===== config.mk =====
export PLATFORM = sky130hd
export DESIGN_NAME = epx_mix
export DESIGN_NICKNAME = d
export VERILOG_FILES = /design/src/hw/rtl/epx_pkg.sv /design/src/hw/rtl/epx_mix.sv
export SDC_FILE = /design/constraint.sdc
export NUM_CORES = 2
export LEC_CHECK = 0
export BUFFER_PORTS_ARGS = -buffer_cell sky130_fd_sc_hd__buf_2
export CAP_MARGIN = 20
export CORE_UTILIZATION = 50
export CTS_BUF_LIST = sky130_fd_sc_hd__clkbuf_8
export CTS_CLUSTER_DIAMETER = 50
export CTS_CLUSTER_SIZE = 28
export DETAILED_ROUTE_END_ITERATION = 8
export GPL_TIMING_DRIVEN = 0
export HOLD_SLACK_MARGIN = 0.1
export PLACE_DENSITY = 0.69
export SKIP_CTS_REPAIR_TIMING = 1
export SYNTH_ARGS = -nofsm -noshare
export SYNTH_HDL_FRONTEND = slang
export SYNTH_SLANG_ARGS = --single-unit

===== constraint.sdc =====
create_clock -name clk -period 6.15 [get_ports clk]
set_input_delay 0.3075 -clock clk [delete_from_list [all_inputs] [get_ports clk]]
set_output_delay 0.3075 -clock clk [all_outputs]
set_load 0.02 [all_outputs]

===== src/hw/rtl/epx_pkg.sv =====
// ----------------------------------------------------------------------------
// epx_pkg - equal-power A/B crossfader shared definitions
// Beat types, register indexes, fixed-point widths and the square-root ROM.
// ----------------------------------------------------------------------------
`default_nettype none

package epx_pkg;

	localparam int SAMPLE_BITS     = 24;
	localparam int ROOT_TABLE_BITS = 10;
	localparam int ROM_SIZE        = (1 << ROOT_TABLE_BITS) + 1;
	localparam int ROM_IDX_BITS    = ROOT_TABLE_BITS + 1;

	// Q16 position and gains, 1.0 = 2^16
	localparam int POS_BITS = 17;
	localparam int CFG_BITS = 17;
	localparam int WIN_BITS = 16;
	localparam logic [POS_BITS-1:0] POS_ONE = POS_BITS'(65536);

	localparam logic [POS_BITS-1:0] RST_SELECT_TARGET = POS_BITS'(32768);
	localparam logic [POS_BITS-1:0] RST_RAMP_STEP     = POS_BITS'(1365);
	localparam logic [WIN_BITS-1:0] RST_METER_WINDOW  = WIN_BITS'(4800);

	typedef enum logic [1:0] {
		REG_SELECT_TARGET = 2'd0,
		REG_RAMP_STEP     = 2'd1,
		REG_METER_WINDOW  = 2'd2
	} reg_idx_t;

	typedef struct packed {
		logic signed [SAMPLE_BITS-1:0] a_left;
		logic signed [SAMPLE_BITS-1:0] a_right;
		logic signed [SAMPLE_BITS-1:0] b_left;
		logic signed [SAMPLE_BITS-1:0] b_right;
	} frame_t;

	typedef struct packed {
		logic signed [SAMPLE_BITS-1:0] mix_left;
		logic signed [SAMPLE_BITS-1:0] mix_right;
		logic                          meter_valid;
		logic        [SAMPLE_BITS-1:0] peak_a;
		logic        [SAMPLE_BITS-1:0] peak_b;
	} mix_t;

	typedef struct packed {
		logic                   valid;
		logic [SAMPLE_BITS-1:0] peak_a;
		logic [SAMPLE_BITS-1:0] peak_b;
	} meter_t;

	typedef logic [POS_BITS-1:0] root_rom_t [ROM_SIZE];

	// entry k = round(sqrt(k / 2^ROOT_TABLE_BITS) * 2^16), evaluated at elaboration
	function automatic root_rom_t build_root_rom();
		root_rom_t   rom;
		logic [63:0] x;
		logic [63:0] r;
		logic [63:0] b;
		for (int k = 0; k < ROM_SIZE; k++) begin
			x = 64'(k) << (32 - ROOT_TABLE_BITS);
			r = '0;
			b = 64'h1 << 32;
			for (int i = 0; i < 17; i++) begin
				if (x >= r + b) begin
					x = x - (r + b);
					r = (r >> 1) + b;
				end else begin
					r = r >> 1;
				end
				b = b >> 2;
			end
			if (x > r) begin
				r = r + 64'd1;
			end
			rom[k] = r[POS_BITS-1:0];
		end
		return rom;
	endfunction

	localparam root_rom_t ROOT_ROM = build_root_rom();

endpackage

`default_nettype wire


===== src/hw/rtl/epx_mix.sv =====
// ----------------------------------------------------------------------------
// epx_mix - one channel of the equal-power mix
// Registers both gain products, then sums, rounds and saturates the result.
// ----------------------------------------------------------------------------
`default_nettype none

module epx_mix (
	input  wire logic                                   clk,
	input  wire logic                                   en_s2,
	input  wire logic                                   en_s3,
	input  wire logic signed [epx_pkg::SAMPLE_BITS-1:0] xa,
	input  wire logic signed [epx_pkg::SAMPLE_BITS-1:0] xb,
	input  wire logic [epx_pkg::POS_BITS-1:0]           ga,
	input  wire logic [epx_pkg::POS_BITS-1:0]           gb,
	output logic signed [epx_pkg::SAMPLE_BITS-1:0]      mix_s3
);

	localparam int SB        = epx_pkg::SAMPLE_BITS;
	localparam int PROD_BITS = SB + epx_pkg::POS_BITS + 1;
	localparam int SUM_BITS  = PROD_BITS + 1;
	localparam int Q_BITS    = SUM_BITS - 16;

	logic signed [PROD_BITS-1:0] pa_s2;
	logic signed [PROD_BITS-1:0] pb_s2;
	logic signed [SUM_BITS-1:0]  sum;
	logic signed [Q_BITS-1:0]    q;
	logic [Q_BITS-SB:0]          upper;
	logic signed [SB-1:0]        sat;

	always_ff @(posedge clk) begin
		if (en_s2) begin
			pa_s2 <= PROD_BITS'(xa) * $signed(PROD_BITS'({1'b0, ga}));
			pb_s2 <= PROD_BITS'(xb) * $signed(PROD_BITS'({1'b0, gb}));
		end
	end

	always_comb begin
		sum   = SUM_BITS'(pa_s2) + SUM_BITS'(pb_s2) + SUM_BITS'(32768);
		q     = Q_BITS'(sum >>> 16);
		upper = q[Q_BITS-1:SB-1];
		// clip when the bits above the sample range disagree with the sign
		if (upper == '0 || upper == '1) begin
			sat = q[SB-1:0];
		end else if (q[Q_BITS-1]) begin
			sat = {1'b1, {(SB-1){1'b0}}};
		end else begin
			sat = {1'b0, {(SB-1){1'b1}}};
		end
	end

	always_ff @(posedge clk) begin
		if (en_s3) begin
			mix_s3 <= sat;
		end
	end

endmodule

`default_nettype wire

==> summary.md <==
| Metric | Value |
|---|---|
| Share of flip-flops with an asynchronous set or reset | 0% |
| Final net count | 5,080 |
| Synthesized area per cell | 9.40 um2 |
| DR WL/cell | ~19 um |
| Initial core utilization | approximately 51% |
| Share of layout cells above drive strength 1 | 10.7% |
| Vias in the first global route | 27,000 |
| Pre-antenna DRT Iters | 5 |
| Number of synthesized flops with an enable pin | 108 |
| CTS tree | yes |
| Crit path cell chain | buf_2 > buf_4 > and2_1 > fa_1 > inv_1 > fa_1 > inv_1 > fa_1 > fa_1 > fa_1 > inv_1 > fa_1 > inv_1 > ha_1 > a2111oi_2 > o21ai_1 > a41o_1 > nor3_4 > a311oi_4 > a2111oi_4 > o21bai_1 > a21oi_1 > xnor2_1 |
| Grt ovf | 0 |
| Synth top area share | between 40% and 50% |
| Core area | around 69,000 um2 |
| WHS Path Cells | 2 |
| Crit path max-delay family | adder cells |
| Synth cell types | 63 |
| Fmax achieved | 165 MHz |
| Worst-Skew Late Latency | 0.41 ns |
| Worst reg2reg path depth | 12 |
| Num CTS Buffers | 9 |
| Count leader, synth | inv_1 |
| Worst Hold Endpoint | pb_s2[0]$_DFFE_PP_ |
| Setup_tns | 0 ns |
| Placer Congestion | 0.955 |
| Ports | 109 |
| P&R area growth vs syn | 10.4% |
| Number of synthesized register bits | 108 |
| Hold path start | gb[0] |
| Placed wire-length estimate | between 70,000 and 80,000 um |
| RR Startpoint | pa_s2[9]$_DFFE_PP_ |
| WP data arrival | 6.23 ns |
| Worst-path clk slew | ~0.11 ns |
| Post-Synthesis Cells | 3,743 |
| Fin util | a little under three fifths |
| H-tree depth | 3 |
| Routed vias/inst | between 5 and 6 |
| Buffers & Inverters on Critical Path | 6 |
| Largest net degree at the start of global routing | 63 |
| Relative slew slack | about two fifths |
| Post-route minimum period | 6.08 ns |
| Setup crit start kind | primary input |
| Die area | 71,500 um2 |
| Number of routed nets with antenna violations | 0 |
| Clock root cell | clkbuf_8 |
| Layout fillers | 6,123 |
| Most instantiated cells after synthesis | inv_1, fa_1, nand2_1 |
| Ys flop type | edfxtp_1 |
| Total track usage | 26.3% |
| Area contributors post-synth | fa_1, inv_1, ha_1, edfxtp_1, and2_1 |
| Die height | roughly 270 um |
| Worst-Margin Slew | 0.887 ns |
| Slew Limit Fails | 0 |
| Max Cap Viol | 0 |
| Worst-path fanout max | 10 |
| Worst Path Required | ~6.3 ns |
| Post-synthesis sequential area ratio | 9.21% |
| Unrepaired setup endpoints after global routing | true |
| Status | complete, no violations |
| Final setup vio count | 0 |
| Residual DRC | 0 |
| Clock tree buffer depth | 2 |
| Cell row count | 96 |
| Post-Route WL | 89,800 um |
| First-pass GRT wire length | 143,000 um |
| Setup crit end kind | flop |
| Setup CP Type | in -> reg |
| Crit-path slowest cell | fa_1 |
| Post-synth net total | 4,915 |
| Period utilization | between 90% and 100% |
| Cells after DPL | around 4,800 |
| HP Class | in -> reg |
| Final hold vios | 0 |
| Clock Sink Count | 108 |
| Synth warnings | 0 |
| Vias | 25,600 |
| Initial antenna violation count | 1 |
| Post-synth top area cell | fa_1 |
| Skew final | about 0.013 ns |
| IO buf count | roughly 110 |
| Mapped Area | 35,200 um2 |
| Slowest stage delay, CP | 0.55 ns |
| Worst path most repeated cell | fa_1 |
| DIE WIDTH | about 270 um |
| Reg-to-reg endpoint | mix_s3[8]$_DFFE_PP_ |
| Starting DRC count in detailed routing | 1,687 |
| R2R Setup Slk | 1.70 ns |
| Non-filler instance count after layout | 4,845 |
## cells in the final DEF (no fill, tap or decap), drive strengths merged, types with 5 or more instances in the layout
cell type	count
fa	802
nand2b	8
nor2b	9
buf	231
clkbuf	60
ha	285
a211oi	14
o31ai	8
o21bai	11
and2	411
a21boi	5
o21a	14
xor2	30
a211o	5
o21ai	74
and3	8
nand3	23
nand4	11
a31oi	14
o211ai	5
inv	988
nand2	461
a21o	42
or2	6
a21oi	82
nor3	13
xnor2	74
edfxtp	108
nor2	47
## cell families (layout without fill, tap and decap cells)
group / after synthesis / in the layout / share of synthesized area, %
AOI/OAI and AO/OA: 311 / 311 / 6.04
xor gates and xnor gates: 104 / 104 / 2.59
adders and majority gates: 1087 / 1087 / 55.7
buffers and inverters: 1116 / 1286 / 12.0
DFF: 108 / 108 / 9.21
muxes: 3 / 3 / 0.0853
other: 0 / 1 / 0
and+or+nand+nor: 1014 / 1014 / 14.4
## area by class of cell
type	instances	area, um2	share of cell area [%]
inverter	988	3720	9.57
buffer	120	1070	2.76
timing repair buffer	162	1080	2.79
clock buffer	9	124	0.319
antenna	1	2.50	0.00644
tap	931	1160	3.00
sequential	108	3240	8.35
multi-input combinational	2519	28400	73.0
clock inverter	7	80.1	0.206
## layer usage
layer / routed length [um] / track usage [%]
met1: 36800 / 35.4
met2: 42800 / 43.1
met3: 6560 / 4.05
met4: 3630 / 9.52
met5: 0 / 0
## registers in the layout (all words and copies together), names as in the netlist
signal / count
pa_s2: 42
pb_s2: 42
mix_s3: 24
## worst max path at each step
stage                       from             endpoint  cells after the start  slack [ns]
final                      gb[8]  pb_s2[41]$_DFFE_PP_                     23        0.07
after CTS                  gb[4]  pb_s2[41]$_DFFE_PP_                     21       -1.09
after global placement     gb[4]  pb_s2[41]$_DFFE_PP_                     21       -1.51
after global routing      gb[13]  pb_s2[41]$_DFFE_PP_                     22       -0.09
after floorplan           xb[23]  pb_s2[41]$_DFFE_PP_                     24       0.006
after detailed placement   gb[4]  pb_s2[41]$_DFFE_PP_                     21       -1.50
## worst reg2reg max path, cell delays in order (launching register included)
cell,delay [ns]
edfxtp_1,0.41
ha_1,0.31
ha_1,0.31
and4_4,0.21
a221o_1,0.31
a211o_1,0.27
a2111o_1,0.52
a31o_4,0.34
a311oi_2,0.36
a211oi_4,0.10
o211ai_2,0.54
buf_4,0.36
o21ai_2,0.14
## per-stage QoR
step           hold WS, ns  instance area (um2)  setup slack [ns]
6_report             0.318                38900            0.0732
4_1_cts              0.299                37200             -1.09
2_1_floorplan        0.420                35200           0.00583
5_1_grt              0.283                38900           -0.0944
3_3_place_gp         0.744                36900             -1.51
3_5_place_dp         0.741                37000             -1.50
Power is not shown: default switching activity piles up to over one toggle a cycle in this logic, so the estimate is an artifact.
