## config.mk

```make
export PLATFORM = sky130hd
export DESIGN_NAME = epx_ctrl
export DESIGN_NICKNAME = d
export VERILOG_FILES = /design/src/hw/rtl/epx_pkg.sv /design/src/hw/rtl/epx_ctrl.sv
export SDC_FILE = /design/constraint.sdc
export NUM_CORES = 1
export LEC_CHECK = 0
export ABC_AREA = 1
export BUFFER_PORTS_ARGS = -buffer_cell sky130_fd_sc_hd__buf_4
export CORE_MARGIN = 8
export CORE_UTILIZATION = 40
export DETAILED_ROUTE_END_ITERATION = 8
export PLACE_DENSITY = 0.65
export SYNTH_ARGS = -nofsm -noshare
export SYNTH_HDL_FRONTEND = slang
export SYNTH_SLANG_ARGS = --single-unit
```

## constraint.sdc

```tcl
create_clock -name clk -period 4.6 [get_ports clk]
set_input_delay 0.23 -clock clk [delete_from_list [all_inputs] [get_ports clk]]
set_output_delay 0.23 -clock clk [all_outputs]
set_load 0.1 [all_outputs]
```

## src/hw/rtl/epx_pkg.sv

```systemverilog
// ----------------------------------------------------------------------------
// epx_pkg - equal-power A/B crossfader shared definitions
// Beat types, register indexes, fixed-point widths and the square-root ROM.
// ----------------------------------------------------------------------------
`default_nettype none

package epx_pkg;

	localparam int SAMPLE_BITS     = 24;
	localparam int ROOT_TABLE_BITS = 10;
	localparam int ROM_SIZE        = (1 << ROOT_TABLE_BITS) + 1;
	localparam int ROM_IDX_BITS    = ROOT_TABLE_BITS + 1;

	// Q16 position and gains, 1.0 = 2^16
	localparam int POS_BITS = 17;
	localparam int CFG_BITS = 17;
	localparam int WIN_BITS = 16;
	localparam logic [POS_BITS-1:0] POS_ONE = POS_BITS'(65536);

	localparam logic [POS_BITS-1:0] RST_SELECT_TARGET = POS_BITS'(32768);
	localparam logic [POS_BITS-1:0] RST_RAMP_STEP     = POS_BITS'(1365);
	localparam logic [WIN_BITS-1:0] RST_METER_WINDOW  = WIN_BITS'(4800);

	typedef enum logic [1:0] {
		REG_SELECT_TARGET = 2'd0,
		REG_RAMP_STEP     = 2'd1,
		REG_METER_WINDOW  = 2'd2
	} reg_idx_t;

	typedef struct packed {
		logic signed [SAMPLE_BITS-1:0] a_left;
		logic signed [SAMPLE_BITS-1:0] a_right;
		logic signed [SAMPLE_BITS-1:0] b_left;
		logic signed [SAMPLE_BITS-1:0] b_right;
	} frame_t;

	typedef struct packed {
		logic signed [SAMPLE_BITS-1:0] mix_left;
		logic signed [SAMPLE_BITS-1:0] mix_right;
		logic                          meter_valid;
		logic        [SAMPLE_BITS-1:0] peak_a;
		logic        [SAMPLE_BITS-1:0] peak_b;
	} mix_t;

	typedef struct packed {
		logic                   valid;
		logic [SAMPLE_BITS-1:0] peak_a;
		logic [SAMPLE_BITS-1:0] peak_b;
	} meter_t;

	typedef logic [POS_BITS-1:0] root_rom_t [ROM_SIZE];

	// entry k = round(sqrt(k / 2^ROOT_TABLE_BITS) * 2^16), evaluated at elaboration
	function automatic root_rom_t build_root_rom();
		root_rom_t   rom;
		logic [63:0] x;
		logic [63:0] r;
		logic [63:0] b;
		for (int k = 0; k < ROM_SIZE; k++) begin
			x = 64'(k) << (32 - ROOT_TABLE_BITS);
			r = '0;
			b = 64'h1 << 32;
			for (int i = 0; i < 17; i++) begin
				if (x >= r + b) begin
					x = x - (r + b);
					r = (r >> 1) + b;
				end else begin
					r = r >> 1;
				end
				b = b >> 2;
			end
			if (x > r) begin
				r = r + 64'd1;
			end
			rom[k] = r[POS_BITS-1:0];
		end
		return rom;
	endfunction

	localparam root_rom_t ROOT_ROM = build_root_rom();

endpackage

`default_nettype wire

```

## src/hw/rtl/epx_ctrl.sv

```systemverilog
// ----------------------------------------------------------------------------
// epx_ctrl - configuration, position smoother and peak meters
// Holds the registers and the per-frame state; updates it on each input beat.
// ----------------------------------------------------------------------------
`default_nettype none

module epx_ctrl (
	input  wire logic                                clk,
	input  wire logic                                arst_n,
	input  wire logic                                wr_en,
	input  wire logic [1:0]                          wr_index,
	input  wire logic [epx_pkg::CFG_BITS-1:0]        wr_data,
	input  wire logic                                accept,
	input  wire logic signed [epx_pkg::SAMPLE_BITS-1:0] a_left,
	input  wire logic signed [epx_pkg::SAMPLE_BITS-1:0] b_left,
	output logic [epx_pkg::POS_BITS-1:0]             pos_next,
	output epx_pkg::meter_t                          meter
);

	logic [epx_pkg::POS_BITS-1:0]    select_target_q;
	logic [epx_pkg::POS_BITS-1:0]    ramp_step_q;
	logic [epx_pkg::WIN_BITS-1:0]    meter_window_q;
	logic [epx_pkg::POS_BITS-1:0]    pos_q;
	logic [epx_pkg::WIN_BITS-1:0]    cnt_q;
	logic [epx_pkg::SAMPLE_BITS-1:0] peak_a_q;
	logic [epx_pkg::SAMPLE_BITS-1:0] peak_b_q;

	logic [epx_pkg::POS_BITS-1:0]    target;
	logic [epx_pkg::POS_BITS-1:0]    step;
	logic [epx_pkg::SAMPLE_BITS-1:0] abs_a;
	logic [epx_pkg::SAMPLE_BITS-1:0] abs_b;
	logic [epx_pkg::SAMPLE_BITS-1:0] peak_a_new;
	logic [epx_pkg::SAMPLE_BITS-1:0] peak_b_new;
	logic [epx_pkg::WIN_BITS-1:0]    cnt_inc;
	logic                            close;

	always_ff @(posedge clk or negedge arst_n) begin
		if (!arst_n) begin
			select_target_q <= epx_pkg::RST_SELECT_TARGET;
			ramp_step_q     <= epx_pkg::RST_RAMP_STEP;
			meter_window_q  <= epx_pkg::RST_METER_WINDOW;
		end else if (wr_en) begin
			unique case (epx_pkg::reg_idx_t'(wr_index))
				epx_pkg::REG_SELECT_TARGET: select_target_q <= wr_data;
				epx_pkg::REG_RAMP_STEP:     ramp_step_q     <= wr_data;
				epx_pkg::REG_METER_WINDOW:  meter_window_q  <= wr_data[epx_pkg::WIN_BITS-1:0];
				default: ;
			endcase
		end
	end

	always_comb begin
		// clamp target to 1.0, treat a zero step as one LSB
		target = (select_target_q > epx_pkg::POS_ONE) ? epx_pkg::POS_ONE : select_target_q;
		step   = (ramp_step_q == '0) ? epx_pkg::POS_BITS'(1) : ramp_step_q;
		if (pos_q < target) begin
			pos_next = (target - pos_q <= step) ? target : pos_q + step;
		end else if (pos_q > target) begin
			pos_next = (pos_q - target <= step) ? target : pos_q - step;
		end else begin
			pos_next = pos_q;
		end

		abs_a = a_left[epx_pkg::SAMPLE_BITS-1] ? -a_left : a_left;
		abs_b = b_left[epx_pkg::SAMPLE_BITS-1] ? -b_left : b_left;
		peak_a_new = (abs_a > peak_a_q) ? abs_a : peak_a_q;
		peak_b_new = (abs_b > peak_b_q) ? abs_b : peak_b_q;

		cnt_inc = cnt_q + epx_pkg::WIN_BITS'(1);
		close   = (cnt_inc == meter_window_q);

		meter.valid  = close;
		meter.peak_a = close ? peak_a_new : '0;
		meter.peak_b = close ? peak_b_new : '0;
	end

	always_ff @(posedge clk or negedge arst_n) begin
		if (!arst_n) begin
			pos_q    <= epx_pkg::RST_SELECT_TARGET;
			cnt_q    <= '0;
			peak_a_q <= '0;
			peak_b_q <= '0;
		end else if (accept) begin
			pos_q    <= pos_next;
			cnt_q    <= close ? '0 : cnt_inc;
			peak_a_q <= close ? '0 : peak_a_new;
			peak_b_q <= close ? '0 : peak_b_new;
		end
	end

`ifndef SYNTHESIS
	ap_pos_range: assert property (@(posedge clk) disable iff (!arst_n)
		pos_q <= epx_pkg::POS_ONE)
		else $error("smoothed position above 1.0");

	ap_close_clears: assert property (@(posedge clk) disable iff (!arst_n)
		accept && close |=> cnt_q == '0 && peak_a_q == '0 && peak_b_q == '0)
		else $error("window close did not clear count and peaks");

	ap_count_step: assert property (@(posedge clk) disable iff (!arst_n)
		accept && !close |=> cnt_q == $past(cnt_q) + epx_pkg::WIN_BITS'(1))
		else $error("window count did not advance by one");
`endif

endmodule

`default_nettype wire

```

==> impl_metrics.csv, run 1 <==
group,metric,value,unit
outcome,status,"complete, but fails checks",
outcome,failed_checks,"setup timing",
setup_path,crit_path_start_kind,"flop",
setup_path,cp_common_cell,"nand2_4",
finish,fillCellCount,3427,
detailed_routing,first_iter_violations,897,
min_path,min_path_type,"input port to flop",
global_route,use_met3,0.02771,
detailed_routing,viasPerCell,5.207,
finish,multi_input_area,10410,sq um
detailed_routing,wl_per_cell,16.88,um
global_route,grt_max_degree,88,
clock_tree,cts_sinks,131,
clock_tree,cts.htree.levels,4,
floorplanning,io_pins,137,
finish,num-nets-final,2800,
global_route,antenna_found_initial,0,
synthesis,synth.area.top_cells,"dfrtp_1 21%, nand2_1 19%, ha_1 13%, inv_1 8.9%, nand3_1 8.1%",
synthesis,synth_top_area_share,0.2076,
setup_path,crit_path_end_kind,"output port",
timing,period_share,1.085,
timing,fin_ws,-392.5,ps
detailed_routing,drc,0,
timing,setup_viol,17,
synthesis,netlist_instances,2304,
synthesis,yosysTopAreaCell,"dfrtp_1",
floorplanning,die_w,205.4,um
placement,place_inst,2976,
placement,port_buffers,136,
floorplanning,coreArea,35480,sq um
timing,worst_pin_slew,1131,ps
floorplanning,start_util,0.4042,
synthesis,synth_seq_cells,131,
synthesis,postSynth.asyncResetShare,1.000,
global_route,grt_pass1_wl,81920,um
clock_tree,clk_pin_slew,70,ps
synthesis,avgSynthCellArea,6.226,sq um
placement,gp_congestion,0.9776,
synthesis,netlist_area,14340,sq um
floorplanning,fp-row-count,69,
clock_tree,clk_latency,450,ps
timing,holdWs,83.76,ps
floorplanning,die_area,42170,sq um
timing,hold_viol,0,
setup_path,worstSetupPathType,"flop to output port",
setup_path,cp.arrival,4760,ps
finish,fin_area,19210,sq um
finish,seqCellArea,3293,sq um
synthesis,netlist-cell-type-count,44,
detailed_routing,routed-via-count,15867,
setup_path,worstPathMaxFanout,8,
setup_path,worstPathRequired,4370,ps
clock_tree,cts_buffer_depth,2,
global_route,globalRouteTotalUtil,0.2429,
finish,n_antenna_cell,0,
synthesis,synth_fp_nets,2530,
finish,fin_cells,3047,
synthesis,synthTopCellsByCount,"725 x nand2_1, 342 x inv_1, 233 x nand3_1",
detailed_routing,drt_first_pass_iters,6,
detailed_routing,drt-total-wl,51420,um
placement,dp_slack,-612.6,ps
clock_tree,cts_tree,"yes",
finish,drive_above_1_share,0.2440,
placement,place_area,17010,sq um
synthesis,synth_edf_count,0,
global_route,overflow,0,
timing,fin_skew,19.28,ps
floorplanning,fp.dieH,205.4,um
timing,fmax,0.2003,GHz
global_route,first_global_vias,15731,
setup_path,slowest_stage,"dfrtp_1",
clock_tree,root_buffer,"clkbuf_16",
timing,rsz0062_at_grt,"yes",
job,cap_violations,0,
placement,hpwl,39520,um
synthesis,synthFlopType,"dfrtp_1",
synthesis,yosysSeqAreaShare,0.2296,
timing,finalMaxSlewViolations,0,
global_route,grt_use_met1,0.3025,
timing,slew_headroom,0.2439,
global_route,grt_busiest_layer,"met2",
clock_tree,cts_made_buffers,17,
setup_path,max_stage_delay,410,ps
synthesis,yosysMostFrequentCell,"nand2_1",
global_route,use_met2,0.4234,
finish,area_delta_synth_final,33.96,%
timing,layout_min_cycle_time,4992,ps
detailed_routing,ant_nets,0,
synthesis,yosysWarnings,0,
==> cell families after synthesis <==
family	count (synthesis)	share of synthesized area
fa+ha+maj	155	0.1373
xor+xnor	93	0.05871
flops	131	0.2296
compound gates	263	0.09787
buf+inv	449	0.1209
simple gates	1213	0.3556
==> layout make-up <==
type	count	area share
multi-input combinational	1724	0.5417
timing repair buffer	348	0.1543
inverter	352	0.07117
clock inverter	9	0.006707
tap	461	0.03002
clock buffer	22	0.02468
sequential	131	0.1714
==> flip-flops by register name (all words and copies together) (netlist names) <==
signal / flops
ramp_step_q: 17
pos_q: 17
select_target_q: 17
peak_b_q: 24
meter_window_q: 16
cnt_q: 16
peak_a_q: 24
==> routing by layer <==
layer / share of wire / wire length (um)
met5: 0 / 0
met4: 0.034 / 1752
met3: 0.043 / 2217
met2: 0.49 / 25230
met1: 0.43 / 22230
==> repair_timing <==
item	CTS	global route
pin swaps	56	67
cloned	1	0
gates resized for setup	246	86
setup endpoints to repair	34	50
hold buffers	1	0
endpoints found under the hold margin	83	0
buffers inserted	29	14
==> worst max-delay path, delay by kind of cell, from the launching register on <==
kind | cells | cell delay [ps]
buf+inv | 9 | 1020
flops | 1 | 410
xor+xnor | 1 | 180
fa+ha+maj | 2 | 490
simple gates | 13 | 1610
compound gates | 4 | 580
==> path summary, 6_finish.rpt <==
kind                                          start                 end  slack, ps  cells after the start
worst max-delay path            select_target_q[13]         pos_next[1]       -390                     29
worst min-delay path                     wr_data[2]      ramp_step_q[2]         80                      3
worst max register to register  select_target_q[13]            pos_q[5]        170                     33
worst min register to register    meter_window_q[9]   meter_window_q[9]        500                      2
max in group asynchronous                    arst_n  meter_window_q[11]       2960                      3
min in group asynchronous                    arst_n        peak_b_q[21]        420                      2
==> per-stage QoR <==
stage          TNS, ps  utilization
2_1_floorplan   -138.2            -
3_3_place_gp    -10910       0.4795
3_5_place_dp    -12640       0.4795
4_1_cts          -4483       0.5306
5_1_grt          -8986       0.5415
6_report         -5502       0.5415
==> cell usage in the layout, fill, tap and decap left out, drive strengths merged <==
master | Yosys | layout
nor2 | 171 | 171
xnor3 | 2 | 2
clkinv | 2 | 5
clkbuf | 69 | 22
or2 | 4 | 4
o21ai | 117 | 117
o2111ai | 2 | 2
and3 | 2 | 2
o21a | 7 | 7
nand2 | 726 | 726
nand3b | 4 | 4
bufinv | 0 | 3
dfrtp | 119 | 119
a21oi | 113 | 113
dlygate4sd3 | 0 | 1
a21boi | 4 | 4
a21o | 6 | 6
o41ai | 1 | 1
inv | 350 | 346
nand4 | 40 | 40
nor4 | 8 | 8
o21bai | 3 | 3
clkinvlp | 0 | 7
xor2 | 70 | 70
o211ai | 5 | 5
a211oi | 1 | 1
o311ai | 1 | 1
dfstp | 12 | 12
buf | 28 | 347
fa | 4 | 4
nand3 | 235 | 235
xnor2 | 21 | 21
o31ai | 3 | 3
ha | 151 | 151
nor3 | 23 | 23
Power of run 1 is not shown: default switching activity piles up to over one toggle a cycle in this logic, so the estimate is an artifact.
==> run 2: changes to the inputs <==
--- a/config.mk
+++ b/config.mk
@@ -5,7 +5,7 @@
 export SDC_FILE = /design/constraint.sdc
 export NUM_CORES = 1
 export LEC_CHECK = 0
-export ABC_AREA = 1
+export ABC_AREA = 0
 export BUFFER_PORTS_ARGS = -buffer_cell sky130_fd_sc_hd__buf_4
 export CORE_MARGIN = 8
 export CORE_UTILIZATION = 40
==> impl_metrics.csv, run 2 <==
group,metric,value,unit
detailed_routing,drt_first_pass_iters,7,
floorplanning,fp.dieH,199.1,um
synthesis,postSynth.asyncResetShare,1.000,
detailed_routing,wl_per_cell,19.14,um
setup_path,crit_path_end_kind,"output port",
detailed_routing,routed-via-count,13636,
synthesis,yosysSeqAreaShare,0.2455,
placement,place_area,17470,sq um
outcome,failed_checks,"setup timing",
setup_path,worstPathRequired,4370,ps
global_route,grt_max_degree,89,
outcome,status,"complete, but fails checks",
timing,fin_skew,27.13,ps
synthesis,synth_top_area_share,0.2220,
synthesis,netlist_instances,1626,
finish,fin_area,19770,sq um
detailed_routing,drc,0,
clock_tree,cts.htree.levels,4,
clock_tree,root_buffer,"clkbuf_16",
clock_tree,cts_buffer_depth,2,
detailed_routing,first_iter_violations,853,
synthesis,avgSynthCellArea,8.248,sq um
setup_path,worstPathMaxFanout,6,
synthesis,yosysWarnings,0,
synthesis,synth_seq_cells,131,
placement,port_buffers,136,
setup_path,slowest_stage,"dfrtp_1",
clock_tree,cts_sinks,131,
job,cap_violations,0,
min_path,min_from,"wr_data[4]",
detailed_routing,ant_nets,0,
finish,n_antenna_cell,0,
setup_path,path_buf_inv,7,
global_route,globalRouteTotalUtil,0.2334,
detailed_routing,viasPerCell,5.607,
floorplanning,start_util,0.4030,
timing,period_share,1.159,
synthesis,synth_fp_nets,1852,
setup_path,cp_common_cell,"buf_6",
finish,num-nets-final,2197,
setup_path,max_stage_delay,420,ps
setup_path,cp-startpoint,"select_target_q[16]",
timing,slew_headroom,0.3546,
finish,top_regs,"peak_a_q x24, peak_b_q x24",
setup_path,r2r-start,"select_target_q[1]",
clock_tree,cts_made_buffers,17,
timing,fin_ws,-729.6,ps
global_route,overflow,0,
synthesis,yosysTopAreaCell,"dfrtp_1",
timing,finalMaxSlewViolations,0,
synthesis,synthTopCellsByCount,"151 x ha_1, 143 x inv_1, 119 x dfrtp_1",
synthesis,synth_edf_count,0,
min_path,min_path_type,"input port to flop",
global_route,antenna_found_initial,0,
synthesis,synth.area.top_cells,"dfrtp_1 22%, ha_1 14%, xnor2_1 5.9%, mux2_2 4.9%, a21oi_1 4.3%",
timing,worst_pin_slew,943.8,ps
clock_tree,clk_latency,440,ps
finish,final_common_cell,"buf_4",
timing,fmax,0.1876,GHz
setup_path,worstSetupPathType,"flop to output port",
floorplanning,coreArea,33280,sq um
timing,layout_min_cycle_time,5330,ps
clock_tree,cts_tree,"yes",
floorplanning,io_pins,137,
setup_path,crit_path_start_kind,"flop",
floorplanning,fp-row-count,67,
synthesis,yosysMostFrequentCell,"ha_1",
timing,hold_viol,0,
placement,hpwl,35440,um
global_route,grt_pass1_wl,73800,um
timing,rsz0062_at_grt,"yes",
setup_path,crit_family,"compound AO/OA/AOI/OAI gates",
global_route,first_global_vias,13708,
finish,drive_above_1_share,0.3770,
clock_tree,clk_pin_slew,80,ps
finish,final_cell_mix,"346 x buf_4, 139 x ha_1, 135 x inv_1",
setup_path,cp.arrival,5100,ps
floorplanning,die_w,199.1,um
detailed_routing,drt-total-wl,46560,um
placement,gp_congestion,0.9785,
synthesis,netlist_area,13410,sq um
timing,setup_viol,53,
floorplanning,die_area,39640,sq um
synthesis,netlist-cell-type-count,78,
synthesis,synthFlopType,"dfrtp_1",
finish,area_delta_synth_final,47.40,%
==> run 2: changes by cell type after synthesis, moves of 30 or more <==
cell	change
mux2_2	+58
nor2_1	-59
nor3_1	+49
inv_1	-199
nand2_1	-619
xor2_1	-48
nand3_1	-200
mux2i_1	+37
xnor2_1	+69
o21ai_0	-35
o22ai_1	+30
a21o_1	+34
==> run 2: final timing paths <==
| kind | slack [ps] | cells after the start | end |
|---|---|---|---|
| worst min-delay path | 40 | 2 | ramp_step_q[4] |
| min in group asynchronous | 440 | 2 | peak_b_q[11] |
| max in group asynchronous | 2980 | 3 | meter_window_q[5] |
| worst min register to register | 530 | 1 | peak_a_q[19] |
| worst max register to register | -260 | 25 | pos_q[2] |
| worst max-delay path | -730 | 25 | pos_next[11] |
==> run 2: final cells by class <==
class,count,area [sq um]
fillers,2862,13510
multi-input cells,1252,10780
repair buffers,424,3969
flip-flops and latches,131,3296
well taps,448,560.5
inverters,145,553.0
clock buffers,19,452.9
clock inverters,13,162.7
==> run 2: per-stage QoR <==
step	util	hold WS (ps)	cells	worst slack (ps)	setup TNS (ps)
finish	0.5940	39.24	2432	-729.6	-14270
global route	0.5940	21.66	2432	-977.8	-25470
CTS	0.5800	16.25	2408	-729.8	-13510
detailed placement	0.5250	387.8	2368	-566.6	-20630
global placement	0.5250	380.7	2368	-547.9	-18190
floorplan	-	-65.59	1626	-229.9	-2861
==> run 2: cells by family (layout without fill, tap and decap cells) <==
logic type,count (synthesis),count (layout),share of synthesized area
buf+inv,244,601,0.07090
flops,131,131,0.2455
mux,95,95,0.07631
simple gates,451,452,0.1706
compound gates,438,438,0.2166
xor+xnor,112,112,0.07314
fa+ha+maj,155,155,0.1468
==> run 2: worst reg2reg max path, cell delays in order, from the launching register on <==
cell	delay, ps
dfrtp_2	460
nor4_4	310
a41o_1	260
buf_12	140
nand2_4	50
inv_2	50
ha_4	200
nor2b_1	130
o21ai_1	120
nand2b_1	90
or3_4	340
o21ai_2	170
o21ai_1	90
xor2_1	160
ha_1	320
nand4_1	180
nor4_2	230
a21bo_2	280
a31oi_4	180
buf_12	170
buf_12	150
nand2_1	50
o211ai_1	170
buf_4	170
buf_4	100
a31oi_4	90
==> run 2: routing by layer <==
metal,global-route usage,vias up,wire (um)
met5,0,-,0
li1,-,6561,-
met4,0.06039,0,966
met2,0.4153,375,23450
met1,0.2929,6636,20130
met3,0.03200,64,2012
==> run 2: repair_timing <==
| item | in CTS | in global routing |
|---|---|---|
| hold endpoints to repair | 81 | 0 |
| resized for setup | 244 | 71 |
| cloned | 3 | 1 |
| buffers inserted | 15 | 27 |
| pin swaps | 43 | 63 |
| endpoints found under the setup margin | 82 | 104 |
| hold buffers | 1 | 0 |
Power of run 2 is left out for the same reason.
==> run 3: changes to the inputs <==
--- a/config.mk
+++ b/config.mk
@@ -7,10 +7,13 @@
 export LEC_CHECK = 0
 export ABC_AREA = 0
 export BUFFER_PORTS_ARGS = -buffer_cell sky130_fd_sc_hd__buf_4
+export CELL_PAD_IN_SITES_DETAIL_PLACEMENT = 0
+export CELL_PAD_IN_SITES_GLOBAL_PLACEMENT = 1
 export CORE_MARGIN = 8
 export CORE_UTILIZATION = 40
+export CTS_CLUSTER_SIZE = 24
 export DETAILED_ROUTE_END_ITERATION = 8
-export PLACE_DENSITY = 0.65
+export PLACE_DENSITY = 0.81
 export SYNTH_ARGS = -nofsm -noshare
 export SYNTH_HDL_FRONTEND = slang
 export SYNTH_SLANG_ARGS = --single-unit
==> impl_metrics.csv, run 3 (synthesis results as in run 2) <==
group,metric,value,unit
global_route,overflow,0,
timing,fmax,0.1829,GHz
floorplanning,fp-row-count,67,
min_path,min_path_cells,3,
setup_path,cp_cell_sequence,"nor4_4, a41o_1, buf_12, nand2_4, inv_4, ha_4, nor2b_4, o21ai_1, nand2b_1, or3_4, o21ai_4, o21ai_2, xor2_1, ha_1, nand4_1, nor4_2, a21bo_2, a31oi_4, buf_12, mux2i_4, nor3_2, a31oi_4, buf_12",
setup_path,worstSetupPathType,"flop to output port",
setup_path,path_buf_inv,4,
global_route,antenna_found_initial,2,
setup_path,cp_common_cell,"buf_12",
finish,drive_above_1_share,0.3775,
clock_tree,cts.htree.levels,4,
finish,final_cell_mix,"325 x buf_4, 144 x ha_1, 133 x inv_1",
timing,slew_headroom,0.2451,
timing,layout_min_cycle_time,5468,ps
detailed_routing,viasPerCell,5.675,
timing,finalMaxSlewViolations,0,
global_route,grt_max_degree,89,
finish,n_antenna_cell,0,
finish,fin_area,19830,sq um
timing,fin_skew,18.63,ps
floorplanning,start_util,0.4030,
outcome,status,"complete, but fails checks",
finish,fillCellCount,2864,
finish,final_common_cell,"buf_4",
setup_path,crit_family,"simple AND/OR/NAND/NOR gates",
global_route,first_global_vias,13895,
finish,num-nets-final,2189,
clock_tree,clk_pin_slew,70,ps
setup_path,crit_path_start_kind,"flop",
clock_tree,root_buffer,"clkbuf_16",
timing,setup_viol,49,
placement,place_inst,2352,
finish,area_delta_synth_final,47.85,%
clock_tree,cts_sinks,131,
setup_path,worstPathRequired,4370,ps
floorplanning,fp.dieH,199.1,um
job,cap_violations,0,
min_path,hold_end,"select_target_q[16]",
floorplanning,die_area,39640,sq um
clock_tree,cts_made_buffers,17,
detailed_routing,drc,0,
detailed_routing,ant_nets,0,
setup_path,r2r_cells,25,
global_route,grt_pass1_wl,74180,um
clock_tree,cts_tree,"yes",
setup_path,cp.arrival,5240,ps
placement,port_buffers,136,
global_route,globalRouteTotalUtil,0.2361,
min_path,min_path_type,"input port to flop",
timing,rsz0062_at_grt,"yes",
setup_path,reg2reg_to,"pos_q[1]",
min_path,min_from,"wr_data[16]",
setup_path,slowest_stage,"dfrtp_2",
finish,top_regs,"peak_a_q x24, peak_b_q x24",
finish,fin_cells,2424,
timing,hold_viol,0,
outcome,failed_checks,"setup timing",
detailed_routing,drt_first_pass_iters,7,
floorplanning,io_pins,137,
timing,fin_ws,-868.1,ps
detailed_routing,first_iter_violations,764,
placement,place_area,17480,sq um
floorplanning,die_w,199.1,um
placement,hpwl,35500,um
setup_path,max_stage_delay,450,ps
detailed_routing,wl_per_cell,19.83,um
clock_tree,clk_latency,440,ps
setup_path,r2r-start,"select_target_q[1]",
detailed_routing,routed-via-count,13755,
timing,worst_pin_slew,1104,ps
detailed_routing,drt-total-wl,48070,um
clock_tree,cts_buffer_depth,2,
setup_path,worstPathMaxFanout,8,
setup_path,rrSetupSlack,-380,ps
setup_path,crit_path_end_kind,"output port",
timing,fin_tns_setup,-18450,ps
placement,gp_congestion,0.9755,
floorplanning,coreArea,33280,sq um
timing,period_share,1.189,
run 3: layout make-up:
cell class	instances	area, sq um	share of cell area
clock inverter	14	125.1	0.006310
tap	448	560.5	0.02827
inverter	145	555.5	0.02802
clock buffer	18	439.2	0.02215
multi-input combinational	1252	10810	0.5452
sequential	131	3297	0.1663
timing repair buffer	416	4041	0.2038
run 3: tightest hold or removal path, stage by stage:
cell and delay [ps]:
buf_4 100, nand2_1 40, o21ai_0 60
run 3: worst max-delay path by stage:
| stage | from | end | slack (ps) | depth (start not counted) |
|---|---|---|---|---|
| after detailed placement | select_target_q[0] | pos_next[8] | -600 | 23 |
| after floorplan | select_target_q[6] | pos_q[8] | -230 | 21 |
| after global routing | select_target_q[1] | pos_next[14] | -1100 | 25 |
| final | select_target_q[1] | pos_next[8] | -870 | 23 |
| after CTS | select_target_q[0] | pos_next[8] | -770 | 23 |
| after global placement | select_target_q[0] | pos_next[8] | -550 | 22 |
run 3: metal layers:
layer / vias to the layer above / GRT usage / wire [um]
met4: 2 / 0.07302 / 1112
met3: 61 / 0.03654 / 2555
met1: 6714 / 0.2948 / 20380
li1: 6546 / - / -
met2: 432 / 0.4130 / 24010
met5: - / 0 / 13
run 3: metrics by stage:
step	utilization	hold slack, ps	setup WS, ps
4_1_cts	0.5742	34.32	-768.4
2_1_floorplan	-	-65.59	-229.9
3_5_place_dp	0.5252	384.2	-599.1
3_3_place_gp	0.5252	376.4	-549.0
6_report	0.5958	45.02	-868.1
5_1_grt	0.5958	46.79	-1100
run 3: repair_timing:
| item | in CTS | in global routing |
|---|---|---|
| setup buffers | 28 | 21 |
| cloned | 3 | 1 |
| endpoints found under the setup margin | 65 | 82 |
| hold buffers | 1 | 0 |
| endpoints found under the hold margin | 75 | 0 |
| pin swaps | 42 | 45 |
| resized for setup | 188 | 131 |
Power of run 3 is left out for the same reason.
